## src/sv/iate_pkg.sv

```systemverilog
// Shared types and constants of the indexed array table engine.
// No dependencies; imported by the engine top level, the sequencer, the checker and the testbench.
`default_nettype none

package iate_pkg;

	localparam int DEPTH  = 16;
	localparam int ADDR_W = $clog2(DEPTH);
	localparam int CNT_W  = $clog2(DEPTH + 1);

	localparam int REQ_W  = 3;
	localparam int POS_W  = 5;
	localparam int CAP_W  = 5;
	localparam int DATA_W = 32;
	localparam int ST_W   = 2;
	localparam int IDX_W  = 4;
	localparam int ENT_W  = 5;

	// Width in which positions, counts and the bound are compared.
	localparam int CMP_W  = (CNT_W > POS_W) ? CNT_W : POS_W;
	// Signed width of the binary search bounds; holds lo + hi and -1.
	localparam int SRCH_W = CNT_W + 2;

	localparam logic [CAP_W-1:0] CAP_RESET = CAP_W'(16);

	typedef enum logic [REQ_W-1:0] {
		REQ_APPEND  = 3'd0,
		REQ_INSERT  = 3'd1,
		REQ_DELETE  = 3'd2,
		REQ_READ    = 3'd3,
		REQ_LSEARCH = 3'd4,
		REQ_BSEARCH = 3'd5
	} req_type_t;

	typedef enum logic [ST_W-1:0] {
		ST_OK       = 2'd0,
		ST_BADPOS   = 2'd1,
		ST_FULL     = 2'd2,
		ST_NOTFOUND = 2'd3
	} status_t;

	typedef struct packed {
		logic [REQ_W-1:0]         req_type;
		logic [POS_W-1:0]         position;
		logic signed [DATA_W-1:0] value;
	} req_t;

	typedef struct packed {
		status_t                  status;
		logic [IDX_W-1:0]         index;
		logic signed [DATA_W-1:0] value;
		logic [CNT_W-1:0]         count;
	} res_t;

endpackage

`default_nettype wire

```

## src/sv/indexed_array_table_engine.sv

```systemverilog
// Appends, unused codes, rejected requests and inserts or deletes that move no entries
// are settled in the idle state; a read waits on the registered RAM read; insert and
// delete shift entries, insert then writing the new value; binary search reads one
// probe at a time. One item is in work at a time; the entry RAM's single read port
// sets the walk rate. The next item is taken the cycle after a result moves to the
// output register. Reset clears the count and sets capacity to 16; entries are kept.
`default_nettype none

module indexed_array_table_engine (
	input  wire logic                                clk,
	input  wire logic                                arst_n,
	input  wire logic                                cfg_wr_en,
	input  wire logic [iate_pkg::CAP_W-1:0]          cfg_wr_data,
	input  wire logic                                in_valid,
	output logic                                     in_ready,
	input  wire logic [iate_pkg::REQ_W-1:0]          req_type,
	input  wire logic [iate_pkg::POS_W-1:0]          position,
	input  wire logic signed [iate_pkg::DATA_W-1:0]  value,
	output logic                                     out_valid,
	input  wire logic                                out_ready,
	output logic [iate_pkg::ST_W-1:0]                status,
	output logic [iate_pkg::IDX_W-1:0]               result_index,
	output logic signed [iate_pkg::DATA_W-1:0]       result_value,
	output logic [iate_pkg::ENT_W-1:0]               entry_count
);
	import iate_pkg::*;

	logic [CAP_W-1:0] capacity_q;
	req_t             req;
	res_t             res;
	logic             res_valid;
	logic             res_ready;
	logic             out_valid_q;
	res_t             out_q;

	assign req = '{req_type: req_type, position: position, value: value};

	always_ff @(posedge clk or negedge arst_n) begin
		if (!arst_n) begin
			capacity_q <= CAP_RESET;
		end else if (cfg_wr_en) begin
			capacity_q <= cfg_wr_data;
		end
	end

	iate_seq u_seq (
		.clk      (clk),
		.arst_n   (arst_n),
		.capacity (capacity_q),
		.req_valid(in_valid),
		.req_ready(in_ready),
		.req      (req),
		.res_valid(res_valid),
		.res_ready(res_ready),
		.res      (res)
	);

	// Output register frees the sequencer while a result waits downstream.
	assign res_ready = !out_valid_q || out_ready;

	always_ff @(posedge clk or negedge arst_n) begin
		if (!arst_n) begin
			out_valid_q <= 1'b0;
		end else if (res_valid && res_ready) begin
			out_valid_q <= 1'b1;
		end else if (out_ready) begin
			out_valid_q <= 1'b0;
		end
	end

	always_ff @(posedge clk) begin
		if (res_valid && res_ready) begin
			out_q <= res;
		end
	end

	assign out_valid    = out_valid_q;
	assign status       = out_q.status;
	assign result_index = out_q.index;
	assign result_value = out_q.value;
	assign entry_count  = ENT_W'(out_q.count);

endmodule

`default_nettype wire

```

## src/sv/iate_ram.sv

```systemverilog
// Generic single-port-write, single-port-read RAM with a registered read.
// Stand-alone; used for the entry store of the array table engine.
`default_nettype none

module iate_ram #(
	parameter int WIDTH = 32,
	parameter int DEPTH = 16
) (
	input  wire logic                     clk,
	input  wire logic                     we,
	input  wire logic [$clog2(DEPTH)-1:0] waddr,
	input  wire logic [WIDTH-1:0]         wdata,
	input  wire logic [$clog2(DEPTH)-1:0] raddr,
	output logic      [WIDTH-1:0]         rdata
);

	logic [WIDTH-1:0] mem [DEPTH];

	always_ff @(posedge clk) begin
		if (we) begin
			mem[waddr] <= wdata;
		end
		rdata <= mem[raddr];
	end

endmodule

`default_nettype wire

```

## src/sv/iate_seq.sv

```systemverilog
// Request sequencer of the array table engine: decodes one item, walks the
// entry store through iate_ram and holds the result. Depends on iate_pkg and iate_ram.
`default_nettype none

module iate_seq (
	input  wire logic                        clk,
	input  wire logic                        arst_n,
	input  wire logic [iate_pkg::CAP_W-1:0]  capacity,
	input  wire logic                        req_valid,
	output logic                             req_ready,
	input  wire iate_pkg::req_t              req,
	output logic                             res_valid,
	input  wire logic                        res_ready,
	output iate_pkg::res_t                   res
);
	import iate_pkg::*;

	typedef enum logic [6:0] {
		S_IDLE  = 7'b0000001,
		S_SCAN  = 7'b0000010,
		S_PUT   = 7'b0000100,
		S_RWAIT = 7'b0001000,
		S_BREAD = 7'b0010000,
		S_BWAIT = 7'b0100000,
		S_DONE  = 7'b1000000
	} state_t;

	state_t                    state_q;
	logic [CNT_W-1:0]          count_q;
	req_type_t                 op_q;
	logic [ADDR_W-1:0]         pos_q;
	logic signed [DATA_W-1:0]  val_q;
	logic [ADDR_W-1:0]         rd_addr_q;
	logic [ADDR_W-1:0]         end_addr_q;
	logic                      issue_done_q;
	logic                      vld_s1;
	logic [ADDR_W-1:0]         addr_s1;
	logic                      last_s1;
	logic signed [SRCH_W-1:0]  lo_q;
	logic signed [SRCH_W-1:0]  hi_q;
	logic signed [SRCH_W-1:0]  mid_q;
	status_t                   status_q;
	logic [IDX_W-1:0]          idx_q;
	logic signed [DATA_W-1:0]  rval_q;

	logic                      ram_we;
	logic [ADDR_W-1:0]         ram_waddr;
	logic [DATA_W-1:0]         ram_wdata;
	logic [ADDR_W-1:0]         ram_raddr;
	logic [DATA_W-1:0]         ram_rdata;

	req_type_t                 req_op;
	logic [CMP_W-1:0]          pos_x;
	logic [CMP_W-1:0]          count_x;
	logic [CMP_W-1:0]          cap_x;
	logic [CMP_W-1:0]          bound_x;
	logic [ADDR_W-1:0]         pos_a;
	logic [ADDR_W-1:0]         count_a;
	logic [ADDR_W-1:0]         last_a;
	logic                      full;
	logic signed [SRCH_W-1:0]  mid_c;
	logic signed [SRCH_W-1:0]  mid_inc;
	logic signed [SRCH_W-1:0]  mid_dec;
	logic                      req_fire;

	assign req_op    = req_type_t'(req.req_type);
	assign pos_x     = CMP_W'(req.position);
	assign count_x   = CMP_W'(count_q);
	assign cap_x     = CMP_W'(capacity);
	assign bound_x   = (cap_x < CMP_W'(DEPTH)) ? cap_x : CMP_W'(DEPTH);
	assign full      = (count_x >= bound_x);
	// Positions are only used as write addresses once known to be at most the count.
	assign pos_a     = ADDR_W'(req.position);
	assign count_a   = ADDR_W'(count_q);
	assign last_a    = ADDR_W'(count_q - CNT_W'(1));
	// lo never exceeds hi while a probe is issued, so the sum is non-negative.
	assign mid_c     = (lo_q + hi_q) >>> 1;
	assign mid_inc   = mid_q + SRCH_W'(1);
	assign mid_dec   = mid_q - SRCH_W'(1);

	assign req_ready = (state_q == S_IDLE);
	assign req_fire  = req_valid && req_ready;
	assign res_valid = (state_q == S_DONE);
	assign res       = '{status: status_q, index: idx_q, value: rval_q, count: count_q};

	always_comb begin
		ram_we    = 1'b0;
		ram_waddr = pos_q;
		ram_wdata = val_q;
		ram_raddr = rd_addr_q;
		case (state_q)
			S_IDLE: begin
				if (req_valid) begin
					case (req_op)
						REQ_APPEND: begin
							ram_we    = !full;
							ram_waddr = count_a;
							ram_wdata = req.value;
						end
						REQ_INSERT: begin
							// Insert at the end needs no shift.
							ram_we    = (pos_x == count_x) && !full;
							ram_waddr = pos_a;
							ram_wdata = req.value;
						end
						REQ_READ: begin
							ram_raddr = pos_a;
						end
						default: begin
						end
					endcase
				end
			end
			S_SCAN: begin
				if (vld_s1 && (op_q != REQ_LSEARCH)) begin
					ram_we    = 1'b1;
					ram_waddr = (op_q == REQ_INSERT) ? addr_s1 + ADDR_W'(1)
					                                 : addr_s1 - ADDR_W'(1);
					ram_wdata = ram_rdata;
				end
			end
			S_PUT: begin
				ram_we = 1'b1;
			end
			S_BREAD: begin
				ram_raddr = ADDR_W'(mid_c);
			end
			default: begin
			end
		endcase
	end

	iate_ram #(
		.WIDTH(DATA_W),
		.DEPTH(DEPTH)
	) u_ram (
		.clk  (clk),
		.we   (ram_we),
		.waddr(ram_waddr),
		.wdata(ram_wdata),
		.raddr(ram_raddr),
		.rdata(ram_rdata)
	);

	always_ff @(posedge clk or negedge arst_n) begin
		if (!arst_n) begin
			state_q      <= S_IDLE;
			count_q      <= '0;
			issue_done_q <= 1'b0;
			vld_s1       <= 1'b0;
		end else begin
			vld_s1 <= 1'b0;
			case (state_q)
				S_IDLE: begin
					if (req_fire) begin
						state_q  <= S_DONE;
						status_q <= ST_OK;
						case (req_op)
							REQ_APPEND: begin
								if (full) begin
									status_q <= ST_FULL;
								end else begin
									count_q <= count_q + CNT_W'(1);
								end
							end
							REQ_INSERT: begin
								if (pos_x > count_x) begin
									status_q <= ST_BADPOS;
								end else if (full) begin
									status_q <= ST_FULL;
								end else if (pos_x == count_x) begin
									count_q <= count_q + CNT_W'(1);
								end else begin
									rd_addr_q    <= count_a - ADDR_W'(1);
									end_addr_q   <= pos_a;
									issue_done_q <= 1'b0;
									state_q      <= S_SCAN;
								end
							end
							REQ_DELETE: begin
								if (pos_x >= count_x) begin
									status_q <= ST_BADPOS;
								end else if (pos_x == count_x - CMP_W'(1)) begin
									count_q <= count_q - CNT_W'(1);
								end else begin
									rd_addr_q    <= pos_a + ADDR_W'(1);
									end_addr_q   <= last_a;
									issue_done_q <= 1'b0;
									state_q      <= S_SCAN;
								end
							end
							REQ_READ: begin
								if (pos_x >= count_x) begin
									status_q <= ST_BADPOS;
								end else begin
									state_q <= S_RWAIT;
								end
							end
							REQ_LSEARCH: begin
								if (count_q == '0) begin
									status_q <= ST_NOTFOUND;
								end else begin
									rd_addr_q    <= '0;
									end_addr_q   <= last_a;
									issue_done_q <= 1'b0;
									state_q      <= S_SCAN;
								end
							end
							REQ_BSEARCH: begin
								if (count_q == '0) begin
									status_q <= ST_NOTFOUND;
								end else begin
									lo_q    <= '0;
									hi_q    <= SRCH_W'(count_q) - SRCH_W'(1);
									state_q <= S_BREAD;
								end
							end
							default: begin
							end
						endcase
						op_q   <= req_op;
						pos_q  <= pos_a;
						val_q  <= req.value;
						idx_q  <= '0;
						rval_q <= '0;
					end
				end
				S_SCAN: begin
					// One read issued per cycle; its data is handled in the cycle after.
					if (!issue_done_q) begin
						vld_s1  <= 1'b1;
						addr_s1 <= rd_addr_q;
						last_s1 <= (rd_addr_q == end_addr_q);
						if (rd_addr_q == end_addr_q) begin
							issue_done_q <= 1'b1;
						end else if (op_q == REQ_INSERT) begin
							rd_addr_q <= rd_addr_q - ADDR_W'(1);
						end else begin
							rd_addr_q <= rd_addr_q + ADDR_W'(1);
						end
					end
					if (vld_s1) begin
						if (op_q == REQ_LSEARCH) begin
							if (ram_rdata == val_q) begin
								idx_q   <= IDX_W'(addr_s1);
								state_q <= S_DONE;
							end else if (last_s1) begin
								status_q <= ST_NOTFOUND;
								state_q  <= S_DONE;
							end
						end else if (last_s1) begin
							if (op_q == REQ_INSERT) begin
								state_q <= S_PUT;
							end else begin
								count_q <= count_q - CNT_W'(1);
								state_q <= S_DONE;
							end
						end
					end
				end
				S_PUT: begin
					count_q <= count_q + CNT_W'(1);
					state_q <= S_DONE;
				end
				S_RWAIT: begin
					rval_q  <= ram_rdata;
					state_q <= S_DONE;
				end
				S_BREAD: begin
					mid_q   <= mid_c;
					state_q <= S_BWAIT;
				end
				S_BWAIT: begin
					if (ram_rdata == val_q) begin
						idx_q   <= IDX_W'(mid_q);
						state_q <= S_DONE;
					end else if ($signed(ram_rdata) < val_q) begin
						lo_q <= mid_inc;
						if (mid_inc > hi_q) begin
							status_q <= ST_NOTFOUND;
							state_q  <= S_DONE;
						end else begin
							state_q <= S_BREAD;
						end
					end else begin
						hi_q <= mid_dec;
						if (lo_q > mid_dec) begin
							status_q <= ST_NOTFOUND;
							state_q  <= S_DONE;
						end else begin
							state_q <= S_BREAD;
						end
					end
				end
				S_DONE: begin
					if (res_ready) begin
						state_q <= S_IDLE;
					end
				end
				default: begin
					state_q <= S_IDLE;
				end
			endcase
		end
	end

endmodule

`default_nettype wire

```

## config.mk

```make
export PLATFORM = sky130hd
export DESIGN_NAME = indexed_array_table_engine
export DESIGN_NICKNAME = d
export VERILOG_FILES = /design/src/sv/iate_pkg.sv /design/src/sv/indexed_array_table_engine.sv /design/src/sv/iate_ram.sv /design/src/sv/iate_seq.sv
export SDC_FILE = /design/constraint.sdc
export NUM_CORES = 1
export LEC_CHECK = 0
export ABC_AREA = 1
export ABC_CLOCK_PERIOD_IN_PS = 4400
export BUFFER_PORTS_ARGS = -buffer_cell sky130_fd_sc_hd__buf_2
export CAP_MARGIN = 10
export CELL_PAD_IN_SITES_DETAIL_PLACEMENT = 0
export CELL_PAD_IN_SITES_GLOBAL_PLACEMENT = 2
export CORE_MARGIN = 8
export CORE_UTILIZATION = 44
export CTS_BUF_LIST = sky130_fd_sc_hd__clkbuf_4
export CTS_CLUSTER_DIAMETER = 50
export DETAILED_ROUTE_END_ITERATION = 8
export PLACE_DENSITY_LB_ADDON = 0.05
export SLEW_MARGIN = 10
export SYNTH_ARGS = -nofsm -noshare
export SYNTH_HDL_FRONTEND = slang
export SYNTH_SLANG_ARGS = --single-unit
export TNS_END_PERCENT = 100
```

## constraint.sdc

```tcl
create_clock -name clk -period 4.4 [get_ports clk]
set_input_delay 1.1 -clock clk [delete_from_list [all_inputs] [get_ports clk]]
set_output_delay 1.1 -clock clk [all_outputs]
set_load 0.05 [all_outputs]
```

### Word level (Yosys, flattened, before mapping)

Memory sizes are Yosys's and may differ from the RTL's. A register that Yosys moved wholly into a read port is not among the register bits.
Index checks and enable logic that the tools add are counted.

* register bits after elaboration: 173
* RAM bits: 512
* input bits: 50
* output and inout bits: 45
* word-level logic and storage cells: 257
* memories: 1

Memories
* u_seq.u_ram.mem: depth 16, bits a word 32, read ports 1, clocked after memory_dff 1, write ports 1, RTL line iate_ram.sv:17 `logic [WIDTH-1:0] mem [DEPTH];`

* $add $sub $neg: 12
* $lt $le $gt $ge: 7
* equality and inequality tests: 57
* mux-type cells: 123
* bitwise logic cells: 1
* reduce and logical (&&, ||, !) cells: 33

Operator list (number)
* $mux W7: 30
* $mux W32: 4
* $pmux W32 S2: 2
* $mux W4: 26
* $mux W5: 12
* $pmux W7 S6: 1
* $pmux W4 S3: 3
* $pmux W7 S5: 1
* $ne A3 B3 Y1 const B: 11
* $eq A32 B32 Y1: 1
* $lt A32 B32 Y1: 1
* $ne A2 B2 Y1 const B: 16
* $pmux W4 S2: 4
* $pmux W5 S3: 2
* $pmux W7 S2: 2
* $mux W2: 12
* $reduce_and A7 Y1: 3
* $reduce_and A10 Y1: 2
* $mux W1: 18
* $gt A7 B7 Y1: 2
* $ne A2 B1 Y1 const B: 7
* $reduce_and A13 Y1: 1
* $add A4 B1 Y4 const B: 3
* $reduce_and A12 Y1: 1
* other kinds (41): 68

### Logic depth before layout (Yosys ltp)

Gate-level depths: netlist of run 1.

* word-level depth: 10
* depth in mapped cells: 22
* depth with buffers taken out: 22

### Hierarchy

A second synthesis of run 1 with hierarchy kept.

* cell total of the unflattened synthesis: 3120
* area total of the unflattened synthesis: 32458.6 sq um

Modules (own cells, without submodules)
* iate_ram: instances 1, cells an instance 2120, area each 22730.6 sq um, sequential area each 16015.4 sq um
* iate_seq: instances 1, cells an instance 930, area each 8187.9 sq um, sequential area each 3654.8 sq um
* indexed_array_table_engine: instances 1, cells an instance 70, area each 1540.2 sq um, sequential area each 1442.6 sq um

### Worst setup path after synthesis of run 1

No wires, ideal clock.

* kind: input to register
* start point: in in_valid
* end point: reg u_seq.end_addr_q[0], enable pin
* library setup time: 0.377 ns
* arrival: 3.771 ns
* data required time: 4.023 ns
* path slack: 0.252 ns
* stages on the path: 6
* buffers on the path: 0
* path through: inv_1 nor2_2 inv_1 nor2_1 nand3b_1 nor4_1

* cells in the longest elaborated chain, start to end: 2

Ends and longest elaborated chain
* start: declaration: RTL line indexed_array_table_engine.sv:14 `input wire logic in_valid,`
* $logic_and A1 B1 Y1: RTL line iate_seq.sv:82 `assign req_fire = req_valid && req_ready;`
* $reduce_and A10 Y1 (no line)
* end signal: assignment: RTL line iate_seq.sv:175 `end_addr_q <= pos_a;`
* end signal: assignment: RTL line iate_seq.sv:187 `end_addr_q <= last_a;`
* end signal: assignment: RTL line iate_seq.sv:204 `end_addr_q <= last_a;`
* end: declaration: RTL line iate_seq.sv:34 `logic [ADDR_W-1:0] end_addr_q;`

Every way passes these cells.
A chain may end at the register's enable or synchronous reset.

### Worst setup path after layout of run 1

* start point: reg u_seq.state_q[0]
* end point: out in_ready

* cells in the longest elaborated chain, start to end: 1

Ends and longest elaborated chain
* start: declaration: RTL line iate_seq.sv:28 `state_t state_q;`
* start signal: assignment: RTL line iate_seq.sv:147 `state_q <= S_IDLE;`
* start signal: assignment: RTL line iate_seq.sv:156 `state_q <= S_DONE;`
* start signal: assignment: RTL line iate_seq.sv:177 `state_q <= S_SCAN;`
* $eq A7 B1 Y1: RTL line iate_seq.sv:81 `assign req_ready = (state_q == S_IDLE);`
* end: declaration: RTL line indexed_array_table_engine.sv:15 `output logic in_ready,`

Every way passes these cells.

==> results of run 1 <==
==> state kept, by name, indices dropped and copies added, names as in the netlist, 3 cells and up <==
signal	flops
result_index	4
u_seq.val_q	32
u_seq.count_q	5
u_seq.idx_q	4
u_seq.hi_q	7
u_seq.rval_q	32
u_seq.lo_q	7
u_seq.rd_addr_q	4
result_value	32
u_seq.op_q	3
u_seq.end_addr_q	4
u_seq.addr_s1	4
entry_count	5
u_seq.u_ram.mem	512
capacity_q	5
u_seq.mid_q	6
u_seq.state_q	7
u_seq.u_ram.rdata	32
u_seq.pos_q	4
==> per-layer routing <==
| metal | track usage (%) | share of wire [%] | wire (microns) |
|---|---|---|---|
| met5 | 0 | 0 | 0 |
| met4 | 8.81 | 3.0 | 2750 |
| met3 | 4.69 | 5.6 | 5100 |
| met2 | 35.0 | 46 | 42100 |
| met1 | 29.4 | 45 | 40800 |
==> what timing repair did <==
action                                 in CTS  in global routing
setup endpoints to repair                   0                  0
setup buffers                               0                  0
hold buffers                                1                  0
endpoints found under the hold margin       4                  0
==> kinds of logic after synthesis <==
kind of cell,synth area share [%]
buffers and inverters,5.88
XOR/XNOR,0.715
AO/OA/AOI/OAI,6.22
adder cells (fa/ha/maj),2.94
AND/OR/NAND/NOR,17.8
flip-flops,66.3
multiplexers,0.137
==> report_power, final <==
group	internal (mW)	switching [mW]	leakage, nW
Combinational	2.49	6.81	6.81
Clock	3.26	2.83	1.51
Sequential	8.94	0.326	6.56
Total	14.7	9.96	14.9
==> cells in the final DEF, fill, tap and decap left out, drive strengths merged, types with 3 or more instances in the layout <==
| cell type | netlist | routed |
|---|---|---|
| a21oi | 75 | 75 |
| xor2 | 20 | 20 |
| nand4 | 13 | 13 |
| buf | 102 | 193 |
| nand3 | 399 | 399 |
| o221ai | 34 | 34 |
| clkbuf | 45 | 282 |
| nor2 | 116 | 116 |
| clkinv | 1 | 48 |
| nand3b | 35 | 35 |
| ha | 70 | 70 |
| dfrtp | 18 | 18 |
| dfxtp | 32 | 32 |
| inv | 318 | 326 |
| o21ai | 81 | 81 |
| xnor2 | 6 | 6 |
| o22ai | 10 | 10 |
| o211ai | 99 | 99 |
| bufinv | 0 | 5 |
| fa | 3 | 3 |
| diode | 0 | 5 |
| nor3 | 11 | 11 |
| nand2 | 727 | 727 |
| nor4 | 5 | 5 |
| o21a | 4 | 4 |
| mux2 | 3 | 3 |
| edfxtp | 665 | 665 |
==> critical path, delay by kind of cell (launching register included) <==
family	cells	cell delay (ns)
AND/OR/NAND/NOR	2	0.50
flip-flops	1	0.53
buffers and inverters	3	0.79
==> metrics by stage <==
step           util (%)  instances  power (mW)  hold WS [ns]
4_1_cts            51.1       4247        24.9         0.168
6_report           51.2       4252        24.6         0.298
3_5_place_dp       47.5       3902        18.7         0.405
5_1_grt            51.2       4252        26.3         0.209
2_1_floorplan         -       2906        15.3         0.400
3_3_place_gp       47.5       3901        18.7         0.404
==> final timing paths <==
path	slack, ns	cells past startpoint	end
setup / recovery	0.51	5	in_ready
setup reg to reg	0.81	11	u_seq.u_ram.mem[6][9]
max in group asynchronous	3.37	3	u_seq.state_q[0]
hold / removal	0.30	1	u_seq.val_q[2]
hold reg to reg	0.40	0	result_value[20]
min in group asynchronous	0.47	2	u_seq.state_q[6]
==> cell type report <==
class,count,area [sq um],area share (%)
sequential,717,21100,57.6
tap,950,1190,3.24
inverter,319,1200,3.28
timing repair buffer,194,1450,3.95
clock inverter,62,442,1.21
clock buffer,282,2120,5.78
multi-input combinational,1723,9120,24.9
antenna,5,12.5,0.0342
==> out/results.ini, run 1 <==
[critical_path]
crit_path_cell_trace=inv_1, nor2_1, nand3_4, inv_2, buf_2
cp_max_fo=20
critPathArrivalTime_ns=2.79
max_stage_delay_ns=0.53
worst_setup_path_end_kind=output port
r2r-start=u_seq.op_q[2]
start_kind=flip-flop
cp.required_ns=3.30
cp-startpoint=u_seq.state_q[0]
worst-setup-path-type=reg -> out
slowest_stage=dfstp_2

[finish]
finalInstanceArea_sq_um=36600
final_nets=3269
area_delta_synth_final_pct=15.0
drive_gt1_share_pct=16.9
nFillCells=6539

[pwr]
p_leak_nw=14.9
power_density_nw_per_um2=673
vdd_drop_max_uv=630

[routing]
vias=22310
drt_wl_total_microns=90700
post-route-drc-count=0
avgViaCountPerCell=5.25
antenna_left=0
drt_first_pass_iters=6
first_iter_violations=1734
post_drt_wl_per_cell_microns=21.3

[yosys]
ys_ff_latch=717
synth.yosys.seq_area_share_pct=66.3
synth_top_area_share_pct=62.7
synth_async_sr_flop_share_pct=2.79
yosysWarnings=0
synth_area_per_cell_sq_um=11.0
synth_edf_count=665
synthTopCellsByCount=nand2_1 (726), edfxtp_1 (665), nand3_1 (395)
post_synth_num_cell_types=48
syn_nets=3029
synth.area.top_cells=edfxtp_1 (63%), nand2_1 (8.6%), nand3_1 (6.2%)
synthMostInstantiatedCell=nand2_1
syn_area_sq_um=31900
synth_area_leader_cell=edfxtp_1
synthCells=2906
ys.flop_type=edfxtp_1

[sta]
setup_violations=0
final_hold_viol_count=0
tightestPinTransition_ns=1.11
max_freq_ghz=0.257
post-route-period-util_pct=88.4
relSlewSlack_pct=26.1
grt_setup_unrepaired=false
fin_ws_ns=0.509
slew_viol_final=0
setup_tns_ns=0
period_needed_ns=3.89
finClkSkew_ns=0.0680

[floorplan]
ios=95
placementRows=98
initial_core_util_pct=44.5
die_w_microns=285
core_sq_um=71600
die-height_microns=285
die_area_sq_um=81300

[outcome]
status=complete, no violations

[clocking]
clkSlewWorstSetupHoldPaths_ns=0.07
clk_path_buf_depth=3
cts_root_buffer=clkbuf_4
numClockSinks=717
clk_latency_ns=1.03
cts_tree=built
cts_max_level=4
numCtsBuffers=191
cts_resized=0

[global_routing]
grt_max_degree=161
grt_use_total_pct=22.0
grt_pass1_wl_microns=137000
gr-total-overflow=0
grt_pass1_vias=22523
antenna_found_initial=4

[run]
cap_violations=0

[placement]
portBuffers=94
dp_slack_ns=0.463
placed_cell_area_sq_um=34000
dp.final_hpwl_microns=56700
gp_congestion=0.898

[worst_hold_path]
min_from=value[2]
min_path_type=in -> reg

Power figures use the tool's default switching activity.
==> run 2, diff against run 1 <==
--- a/config.mk
+++ b/config.mk
@@ -7,16 +7,17 @@
 export LEC_CHECK = 0
 export ABC_AREA = 1
 export ABC_CLOCK_PERIOD_IN_PS = 4400
-export BUFFER_PORTS_ARGS = -buffer_cell sky130_fd_sc_hd__buf_2
 export CAP_MARGIN = 10
 export CELL_PAD_IN_SITES_DETAIL_PLACEMENT = 0
 export CELL_PAD_IN_SITES_GLOBAL_PLACEMENT = 2
-export CORE_MARGIN = 8
-export CORE_UTILIZATION = 44
+export CORE_MARGIN = 5
+export CORE_UTILIZATION = 45
 export CTS_BUF_LIST = sky130_fd_sc_hd__clkbuf_4
 export CTS_CLUSTER_DIAMETER = 50
 export DETAILED_ROUTE_END_ITERATION = 8
+export DONT_BUFFER_PORTS = 1
 export PLACE_DENSITY_LB_ADDON = 0.05
+export RECOVER_POWER = 50
 export SLEW_MARGIN = 10
 export SYNTH_ARGS = -nofsm -noshare
 export SYNTH_HDL_FRONTEND = slang
==> out/results.ini, run 2 (synthesis results as in run 1) <==
[floorplan]
initial_core_util_pct=45.4  ; was 44.5%
ios=95  ; unchanged
die_area_sq_um=76200  ; was 81300 sq um
placementRows=97  ; was 98
die-height_microns=276  ; was 285 microns
core_sq_um=70100  ; was 71600 sq um
die_w_microns=276  ; was 285 microns

[placement]
place_inst=3790  ; was 3902
gp_congestion=0.879  ; was 0.898
dp.final_hpwl_microns=54900  ; was 56700 microns
portBuffers=0  ; was 94
placed_cell_area_sq_um=33400  ; was 34000 sq um
dp_slack_ns=0.581  ; was 0.463 ns

[global_routing]
grt_max_degree=161  ; unchanged
grt_use_total_pct=23.3  ; was 22.0%
gr-total-overflow=0  ; unchanged
antenna_found_initial=6  ; was 4
grt_pass1_wl_microns=137000  ; about the same
grt_pass1_vias=22001  ; was 22523

[pwr]
p_leak_nw=14.4  ; was 14.9 nW
power_density_nw_per_um2=679  ; was 673 nW/um^2
vdd_drop_max_uv=763  ; was 630 uV
power.total_mw=24.4  ; was 24.6 mW

[sta]
fin_ws_ns=0.626  ; was 0.509 ns
finClkSkew_ns=0.0750  ; was 0.0680 ns
max_freq_ghz=0.265  ; was 0.257 GHz
tightestPinTransition_ns=1.94  ; was 1.11 ns
relSlewSlack_pct=-29.4  ; was 26.1%
grt_setup_unrepaired=false  ; unchanged
period_needed_ns=3.77  ; was 3.89 ns
post-route-period-util_pct=85.8  ; was 88.4%
setup_tns_ns=0  ; unchanged
setup_violations=0  ; unchanged
final_hold_viol_count=0  ; unchanged
hold_ws_ns=0.177  ; was 0.298 ns
slew_viol_final=34  ; was 0

[run]
cap_violations=2  ; was 0

[clocking]
clk_path_buf_depth=3  ; unchanged
cts_tree=built  ; unchanged
clkSlewWorstSetupHoldPaths_ns=0.07  ; about the same
numClockSinks=717  ; unchanged
cts_resized=0  ; unchanged
cts_root_buffer=clkbuf_4  ; unchanged
holdBufCountCts=1  ; unchanged
numCtsBuffers=190  ; was 191
cts_setup_buffers=0  ; unchanged
cts_max_level=4  ; unchanged
clk_latency_ns=1.04  ; was 1.03 ns

[critical_path]
worst_setup_path_end_kind=flip-flop  ; was output port
worst-setup-path-type=reg -> reg  ; was reg -> out
cp_max_fo=23  ; was 20
crit_path_cell_trace=inv_1, nand3_2, inv_1, nand4_1, clkbuf_1, o21ai_1, inv_1, o21ai_1, a21oi_1, nand2_1, nor2_4, buf_4  ; was inv_1, nor2_1, nand3_4, inv_2, buf_2
ff2ff_setup_slack_ns=0.63  ; was 0.81 ns
reg2reg_depth=12  ; was 11
r2r_end=u_seq.u_ram.mem[3][7]  ; was u_seq.u_ram.mem[6][9]
critPathArrivalTime_ns=4.41  ; was 2.79 ns
slowest_stage=clkbuf_1  ; was dfstp_2
cp_common_cell=inv_1
cp.required_ns=5.04  ; was 3.30 ns
critPathTopFamily=buffers and inverters  ; unchanged
r2r-start=u_seq.state_q[4]  ; was u_seq.op_q[2]
crit_buf_inv=5  ; was 3
start_kind=flip-flop  ; unchanged
max_stage_delay_ns=0.67  ; was 0.53 ns

[finish]
regArea_sq_um=21100  ; unchanged
drive_gt1_share_pct=14.1  ; was 16.9%
mostFrequentLayoutCells=nand2_1 (725), edfxtp_1 (665), nand3_1 (395)  ; unchanged
nFillCells=6523  ; was 6539
multi_input_area_sq_um=9060  ; was 9120 sq um
final_core_util_pct=51.2  ; about the same
largest_register=u_seq.u_ram.mem  ; unchanged
area_delta_synth_final_pct=12.7  ; was 15.0%
final_common_cell=nand2_1  ; unchanged
finalInstanceArea_sq_um=35900  ; was 36600 sq um
largest_register_ffs=512  ; unchanged
final_nets=3167  ; was 3269
stdcell_count=4148  ; was 4252

[routing]
first_iter_violations=1567  ; was 1734
antenna_left=0  ; unchanged
avgViaCountPerCell=5.34  ; was 5.25
vias=22130  ; was 22310
post_drt_wl_per_cell_microns=21.8  ; was 21.3 microns
drt_wl_total_microns=90500  ; was 90700 microns
post-route-drc-count=0  ; unchanged
drt_first_pass_iters=6  ; unchanged

[worst_hold_path]
min_path_type=in -> reg  ; unchanged
whs_path_depth=0  ; was 1
whs_endpoint=u_seq.val_q[4]  ; was u_seq.val_q[2]
min_from=value[4]  ; was value[2]

[outcome]
violations=max-capacitance violations, max-slew violations
status=finished with violations  ; was complete, no violations

[run 2: changes by cell type in the layout (fill, tap and decap cells not counted), sizes merged]
cell,before,now
clkinvlp,2,3
inv,326,324
clkbuf,282,313
bufinv,5,0
clkinv,48,42
diode,5,8
buf,193,77
[run 2: layer usage]
metal / track usage, % / part of all wire, % / routed length [microns]
met5: 0 / 0.030 / 27
met4: 7.04 / 2.1 / 1940
met3: 4.94 / 5.8 / 5210
met2: 38.1 / 48 / 43100
met1: 31.8 / 44 / 40300
[run 2: layout make-up]
type                            count  share of cell area, %
Clock buffer                      298                   6.23
Inverter                          319                   3.34
Multi-Input combinational cell   1723                   25.2
Tap cell                          940                   3.28
Clock inverter                     50                  0.697
Sequential cell                   717                   58.8
Timing Repair Buffer               93                   2.33
Antenna cell                        8                 0.0558
[run 2: worst max path at each step]
stage                startpoint                     end  slack [ns]  depth (start not counted)
2_1_floorplan          in_valid     u_seq.end_addr_q[0]        0.25                          6
3_3_place_gp        position[4]   u_seq.u_ram.mem[7][6]        0.57                         12
3_5_place_dp        position[4]   u_seq.u_ram.mem[7][2]        0.58                         12
4_1_cts        u_seq.state_q[0]                in_ready        0.56                          5
5_1_grt        u_seq.state_q[4]  u_seq.u_ram.mem[4][26]        0.33                         10
6_report       u_seq.state_q[4]   u_seq.u_ram.mem[3][7]        0.63                         12
[run 2: power breakdown]
part / internal [mW] / total [mW] / switching [mW]
Sequential: 8.95 / 9.52 / 0.568
Clock: 3.09 / 5.87 / 2.78
Combinational: 2.40 / 8.97 / 6.57
Total: 14.4 / 24.4 / 9.92
